### src/hdl/circular_deque_defines.svh
// ----------------------------------------------------------------------------
// circular_deque_defines
// assertion macros for the deque rtl
// ----------------------------------------------------------------------------
`ifndef CIRCULAR_DEQUE_DEFINES_SVH
`define CIRCULAR_DEQUE_DEFINES_SVH

// same-cycle implication, checked out of reset
`define CDQ_ASSERT_NOW(label, ante, cons) \
  label: assert property (@(posedge clk) disable iff (!rst_n) (ante) |-> (cons)) \
    else $error("deque check failed");

// next-cycle implication, checked out of reset
`define CDQ_ASSERT_NEXT(label, ante, cons) \
  label: assert property (@(posedge clk) disable iff (!rst_n) (ante) |=> (cons)) \
    else $error("deque check failed");

`endif

### src/hdl/cdq_pkg.sv
// ----------------------------------------------------------------------------
// cdq_pkg
// types, constants and ring pointer helpers for the circular deque
// ----------------------------------------------------------------------------
package cdq_pkg;

  localparam int DEPTH      = 64;
  localparam int DATA_WIDTH = 32;
  localparam int IO_W       = 32;
  localparam int PTR_W      = (DEPTH > 1) ? $clog2(DEPTH) : 1;

  typedef logic [PTR_W-1:0] ptr_t;

  typedef enum logic [2:0] {
    ACT_PUSH_REAR  = 3'd0,
    ACT_PUSH_FRONT = 3'd1,
    ACT_POP_FRONT  = 3'd2,
    ACT_POP_REAR   = 3'd3,
    ACT_PEEK_FRONT = 3'd4,
    ACT_PEEK_REAR  = 3'd5
  } action_t;

  typedef enum logic [1:0] {
    ST_OK    = 2'd0,
    ST_FULL  = 2'd1,
    ST_EMPTY = 2'd2
  } status_t;

  typedef struct packed {
    logic [2:0]      action;
    logic [IO_W-1:0] push_value;
  } in_beat_t;

  typedef struct packed {
    logic [IO_W-1:0] read_value;
    logic [1:0]      status;
    logic            now_empty;
    logic            now_full;
  } out_beat_t;

  function automatic ptr_t ring_next(ptr_t p);
    ptr_t r;
    if (p == PTR_W'(DEPTH - 1)) r = '0;
    else r = p + PTR_W'(1);
    return r;
  endfunction

  function automatic ptr_t ring_prev(ptr_t p);
    ptr_t r;
    if (p == '0) r = PTR_W'(DEPTH - 1);
    else r = p - PTR_W'(1);
    return r;
  endfunction

endpackage

### src/hdl/circular_deque.sv
// ----------------------------------------------------------------------------
// circular_deque
// double-ended queue in a ring of slots held in one synchronous ram
// ----------------------------------------------------------------------------
// usage
// - command in: in_beat (action, push_value) is taken at a rising edge where
//   start is high and busy is low
// - actions: push rear, push front, pop front, pop rear, peek front, peek rear;
//   push on full or pop/peek on empty is refused with a status code and
//   leaves the deque untouched; unused action codes just report the flags
// - result out: out_beat is valid for exactly one cycle while out_strobe is
//   high, in the cycle after the command beat; the receiver cannot stall it
// - throughput: one command per cycle; every command makes at most one ram
//   access (write for a push, read for a pop or peek) at the accept edge,
//   and the ram's registered read data is what delays the result beat
// - busy stays low: no command ever has to wait
// - capacity is one less than the ring size, one slot always stays empty
// - reset (rst_n low, synchronous) empties the deque and drops any pending
//   result; ram contents are left as they are, never-written slots are
//   never read since only occupied slots are popped or peeked
// ----------------------------------------------------------------------------
`include "circular_deque_defines.svh"

module circular_deque (
  input  logic                 clk,
  input  logic                 rst_n,
  input  logic                 start,
  output logic                 busy,
  input  cdq_pkg::in_beat_t    in_beat,
  output logic                 out_strobe,
  output cdq_pkg::out_beat_t   out_beat
);

  // pointers: front sits on the empty slot ahead of the first element,
  // rear on the last element
  cdq_pkg::ptr_t front_r, front_nxt;
  cdq_pkg::ptr_t rear_r,  rear_nxt;

  // result pipeline stage
  logic                 out_strobe_r;
  logic [1:0]           status_r, status_nxt;
  logic                 rd_sel_r, rd_sel_nxt;
  logic                 empty_r, full_r;

  // ram port
  logic                           ram_we, ram_re;
  cdq_pkg::ptr_t                  ram_addr;
  logic [cdq_pkg::DATA_WIDTH-1:0] ram_rdata;

  logic accept;
  logic cur_empty, cur_full;

  assign busy   = 1'b0;
  assign accept = start && !busy;

  assign cur_empty = (front_r == rear_r);
  assign cur_full  = (cdq_pkg::ring_next(rear_r) == front_r);

  // decode the command into at most one ram access and the pointer moves
  always_comb begin
    front_nxt  = front_r;
    rear_nxt   = rear_r;
    ram_we     = 1'b0;
    ram_re     = 1'b0;
    ram_addr   = rear_r;
    status_nxt = cdq_pkg::ST_OK;
    rd_sel_nxt = 1'b0;
    if (accept) begin
      case (in_beat.action)
        cdq_pkg::ACT_PUSH_REAR: begin
          if (cur_full) begin
            status_nxt = cdq_pkg::ST_FULL;
          end else begin
            rear_nxt = cdq_pkg::ring_next(rear_r);
            ram_addr = cdq_pkg::ring_next(rear_r);
            ram_we   = 1'b1;
          end
        end
        cdq_pkg::ACT_PUSH_FRONT: begin
          if (cur_full) begin
            status_nxt = cdq_pkg::ST_FULL;
          end else begin
            // write into the spare slot, then step front back past it
            ram_addr  = front_r;
            ram_we    = 1'b1;
            front_nxt = cdq_pkg::ring_prev(front_r);
          end
        end
        cdq_pkg::ACT_POP_FRONT: begin
          if (cur_empty) begin
            status_nxt = cdq_pkg::ST_EMPTY;
          end else begin
            front_nxt  = cdq_pkg::ring_next(front_r);
            ram_addr   = cdq_pkg::ring_next(front_r);
            ram_re     = 1'b1;
            rd_sel_nxt = 1'b1;
          end
        end
        cdq_pkg::ACT_POP_REAR: begin
          if (cur_empty) begin
            status_nxt = cdq_pkg::ST_EMPTY;
          end else begin
            ram_addr   = rear_r;
            ram_re     = 1'b1;
            rd_sel_nxt = 1'b1;
            rear_nxt   = cdq_pkg::ring_prev(rear_r);
          end
        end
        cdq_pkg::ACT_PEEK_FRONT: begin
          if (cur_empty) begin
            status_nxt = cdq_pkg::ST_EMPTY;
          end else begin
            ram_addr   = cdq_pkg::ring_next(front_r);
            ram_re     = 1'b1;
            rd_sel_nxt = 1'b1;
          end
        end
        cdq_pkg::ACT_PEEK_REAR: begin
          if (cur_empty) begin
            status_nxt = cdq_pkg::ST_EMPTY;
          end else begin
            ram_addr   = rear_r;
            ram_re     = 1'b1;
            rd_sel_nxt = 1'b1;
          end
        end
        default: begin
          // unused codes: no access, flags only
        end
      endcase
    end
  end

  cdq_ram #(
    .DEPTH (cdq_pkg::DEPTH),
    .WIDTH (cdq_pkg::DATA_WIDTH),
    .AW    (cdq_pkg::PTR_W)
  ) u_ram (
    .clk   (clk),
    .we    (ram_we),
    .re    (ram_re),
    .addr  (ram_addr),
    .wdata (in_beat.push_value[cdq_pkg::DATA_WIDTH-1:0]),
    .rdata (ram_rdata)
  );

  // control state
  always_ff @(posedge clk) begin
    if (!rst_n) begin
      front_r      <= '0;
      rear_r       <= '0;
      out_strobe_r <= 1'b0;
    end else begin
      front_r      <= front_nxt;
      rear_r       <= rear_nxt;
      out_strobe_r <= accept;
    end
  end

  // result payload, flags taken from the pointers after the step
  always_ff @(posedge clk) begin
    status_r <= status_nxt;
    rd_sel_r <= rd_sel_nxt;
    empty_r  <= (front_nxt == rear_nxt);
    full_r   <= (cdq_pkg::ring_next(rear_nxt) == front_nxt);
  end

  assign out_strobe          = out_strobe_r;
  assign out_beat.read_value = rd_sel_r ? cdq_pkg::IO_W'(ram_rdata) : '0;
  assign out_beat.status     = status_r;
  assign out_beat.now_empty  = empty_r;
  assign out_beat.now_full   = full_r;

  // every command beat yields exactly one result beat, in the next cycle
  `CDQ_ASSERT_NEXT(a_result_follows, accept, out_strobe)
  `CDQ_ASSERT_NEXT(a_no_spurious_result, !accept, !out_strobe)
  // a ring of two or more slots is never both empty and full
  `CDQ_ASSERT_NOW(a_flags_exclusive, out_strobe, !(out_beat.now_empty && out_beat.now_full))
  // a refused pop leaves both pointers where they were
  `CDQ_ASSERT_NEXT(a_refused_pop_holds,
    accept && cur_empty && (in_beat.action == cdq_pkg::ACT_POP_FRONT ||
    in_beat.action == cdq_pkg::ACT_POP_REAR), $stable(front_r) && $stable(rear_r))
  // a refused push is reported as full
  `CDQ_ASSERT_NEXT(a_refused_push_status,
    accept && cur_full && (in_beat.action == cdq_pkg::ACT_PUSH_REAR ||
    in_beat.action == cdq_pkg::ACT_PUSH_FRONT), out_beat.status == cdq_pkg::ST_FULL)

endmodule

### src/hdl/cdq_ram.sv
// ----------------------------------------------------------------------------
// cdq_ram
// single-port synchronous ram, registered read data
// ----------------------------------------------------------------------------
module cdq_ram #(
  parameter int DEPTH = 64,
  parameter int WIDTH = 32,
  parameter int AW    = (DEPTH > 1) ? $clog2(DEPTH) : 1
) (
  input  logic             clk,
  input  logic             we,
  input  logic             re,
  input  logic [AW-1:0]    addr,
  input  logic [WIDTH-1:0] wdata,
  output logic [WIDTH-1:0] rdata
);

  logic [WIDTH-1:0] mem [DEPTH];
  logic [WIDTH-1:0] rdata_r;

  always_ff @(posedge clk) begin
    if (we) begin
      mem[addr] <= wdata;
    end
    if (re) begin
      rdata_r <= mem[addr];
    end
  end

  assign rdata = rdata_r;

endmodule
### config.mk
export PLATFORM = sky130hd
export DESIGN_NAME = circular_deque
export DESIGN_NICKNAME = d
export VERILOG_FILES = /design/src/hdl/cdq_pkg.sv /design/src/hdl/circular_deque.sv /design/src/hdl/cdq_ram.sv
export VERILOG_INCLUDE_DIRS = /design/src /design/src/hdl
export SDC_FILE = /design/constraint.sdc
export NUM_CORES = 2
export LEC_CHECK = 0
export BUFFER_PORTS_ARGS = -buffer_cell sky130_fd_sc_hd__buf_2
export CORE_AREA = 2 2 423 425
export DETAILED_ROUTE_END_ITERATION = 8
export DIE_AREA = 0 0 425 427
export SYNTH_ARGS = -nofsm -noshare
export SYNTH_HDL_FRONTEND = slang
export SYNTH_SLANG_ARGS = --single-unit
### constraint.sdc
create_clock -name clk -period 6.45 [get_ports clk]
set_input_delay 0.645 -clock clk [delete_from_list [all_inputs] [get_ports clk]]
set_output_delay 0.645 -clock clk [all_outputs]
set_load 0.03 [all_outputs]
==> qor.yml <==
status: "complete, no violations"
ys_ff_latch: 2098
cts-buffers-inserted: 209
hold_ws_ns: 0.173
slew_headroom: 0.128
grt_overflow_total: 0
synthArstFlopShare: 0
critical_path_arrival_ns: 6.57
final_area_sq_um: 94800
start_util: 0.467
clk_latency_ns: 0.86
area_growth_pct: 14.6
dp_hpwl_um: 158000
clkTransAtPathRegs_ns: 0.06
synth_ff_type: "edfxtp_1"
yosys.area.top_type: "edfxtp_1"
synthMuxAreaShare: 0.0128
hold_buffers: 0
yosys-top-cells-count: "2080 x edfxtp_1, 1108 x nand2_1, 427 x nand3_1"
post_cts_buffers: 0
p_sw_frac: 0.247
die_w_um: 425
placed_area_sq_um: 88300
hold_class: "primary input to flip-flop"
cap_viol_max_count: 0
drt_iter0_markers: 8311
synth-edff-count: 2080
skew_ns: 0.0347
drv_slew: 0
grt_pass1_wl_um: 372000
portBuffers: 74
drtAntennaViolNets: 0
drive_gt1_frac: 0.138
yosys.area_share.simple: 0.106
core-area_sq_um: 177000
vias: 53500
dieArea_sq_um: 181000
post-synth-top-count-cell: "edfxtp_1"
grt_pass1_vias: 49800
clock.fmax_mhz: 166
hold_viol: 0
ys_top_cells_by_area: "edfxtp_1 76%, nand2_1 5.0%, nand3_1 2.6%"
internal-power_uw: 22500
nFillCells: 14400
synth_area_sq_um: 82700
via_per_inst: 6.27
power_frac_seq: 0.505
multiInputGateArea_sq_um: 18700
layout.nets: 6042
ys_warn_count: 0
seqCellArea_sq_um: 62800
cts_tree: "yes"
ir_drop_mv: 0.301
clk_path_buf_depth: 3
ys_seq_area_frac: 0.759
std_cell_rows: 155
drc_errors: 0
combPwrFrac: 0.101
critPathMaxFanout: 19
synth_cell_type_count: 93
synth_top_family_by_area: "simple AND/OR/NAND/NOR gates"
grt_max_degree: 98
avgSynthCellArea_sq_um: 14.4
worst_slew_pin_slew_ns: 1.31
synth_nets: 5809
synth_compound_area_frac: 0.0951
grt_usage: 0.286
synthXorXnorAreaFrac: 0.00233
postSynthCellCount: 5763
ios: 76
htree_levels: 4
cts_sinks: 2098
required_ns: 6.99
critPathLaunchType: "flip-flop"
cts_resized: 0
min_period_ns: 6.03
setup_tns_ns: 0
path_class: "flip-flop to flip-flop"
finalSetupViolCount: 0
cts_root_buffer: "clkbuf_16"
rsz0062_at_grt: "false"
netlist.area_leader.share: 0.755
power_leakage_uw: 0.0310
wirelength_um: 263000
fp.dieH_um: 427
p_per_area_nw_per_um2: 315
p_sw_uw: 7380
synthAdderAreaFrac: 0.00121
antenna_found_initial: 7
wl_per_cell_um: 30.9
totalPowerFinal_uw: 29900
gp_congestion: 0.914
pwr-share-clk: 0.394
min_period_over_period: 0.935
crit_path_end_kind: "flip-flop"
first_pass_iters: 7
## critical path: stages, from the launching register on
cell and delay, ns:
dfxtp_1 0.40, ha_1 0.38, nand3_1 0.23, xnor2_1 0.19, nor3_2 0.31, and4_1 0.65, mux2i_2 0.40, o21a_1 0.55
nor2_4 0.27, buf_4 0.30, a221oi_1 0.25, a31oi_1 0.36, a311o_1 0.43, o21ai_0 0.81, nand4_1 0.16
## power by group through the flow
| stage | Sequential [uW] | Clock [uW] | Combinational [uW] |
|---|---|---|---|
| finish | 15100 | 11800 | 3010 |
| global route | 15100 | 12400 | 3160 |
| CTS | 15100 | 11900 | 2970 |
| detailed placement | 15400 | 0 | 2960 |
| global placement | 15400 | 0 | 2940 |
| floorplan | 15400 | 0 | 1600 |
## cell families (layout without fill, tap and decap cells)
group / Yosys count / in the layout
flops: 2098 / 2098
simple gates: 1984 / 1984
other cells: 1 / 9
fa+ha+maj: 8 / 8
mux: 104 / 104
buf+inv: 400 / 804
xor+xnor: 22 / 22
compound gates: 1146 / 1146
## cell usage in the layout, fill, tap and decap left out, types with 75 or more instances in the layout
| cell type | synthesis | final |
|---|---|---|
| nand2_1 | 1108 | 1108 |
| buf_4 | 31 | 261 |
| a221oi_1 | 78 | 78 |
| a31oi_1 | 82 | 82 |
| nand3_1 | 427 | 424 |
| mux2i_1 | 90 | 90 |
| nor2_1 | 143 | 75 |
| edfxtp_1 | 2080 | 2080 |
| a22oi_1 | 217 | 217 |
| a211oi_1 | 109 | 109 |
| o21ai_0 | 93 | 92 |
| a21oi_1 | 326 | 325 |
| clkbuf_16 | 0 | 212 |
## through the flow
step | utilization | setup WS [ns] | instances
finish | 0.535 | 0.422 | 8530
global placement | 0.498 | 0.575 | 8140
CTS | 0.535 | 0.393 | 8522
global route | 0.535 | 0.0361 | 8523
detailed placement | 0.498 | 0.444 | 8140
floorplan | - | 1.14 | 5763
## final cells by class
class | count | share of cell area
Antenna cell | 8 | 0.000211
Clock buffer | 254 | 0.0577
Clock inverter | 128 | 0.0114
Inverter | 14 | 0.000554
Multi-Input combinational cell | 3265 | 0.197
Sequential cell | 2098 | 0.662
Tap cell | 2355 | 0.0311
Timing Repair Buffer | 408 | 0.0400
## layer usage
metal,wire length [um],track usage
met5,18,0
met4,9580,0.101
met3,27100,0.0508
met2,121000,0.442
met1,105000,0.408
## registers in the layout, indices dropped and copies added (netlist names)
name	flops
front_r	6
rd_sel_r	1
status_r	2
full_r	1
u_ram.rdata	32
empty_r	1
out_strobe	1
rear_r	6
u_ram.mem	2048
## final timing paths
kind,cells after the start,end,slack [ns],start
worst min-delay path,2,front_r[0],0.17,rst_n
worst max-delay path,14,u_ram.rdata[11],0.42,rear_r[0]
worst max register to register,14,u_ram.rdata[11],0.42,rear_r[0]
worst min register to register,4,u_ram.rdata[31],0.71,u_ram.mem[5][31]
(Power assumes the default switching activity.)
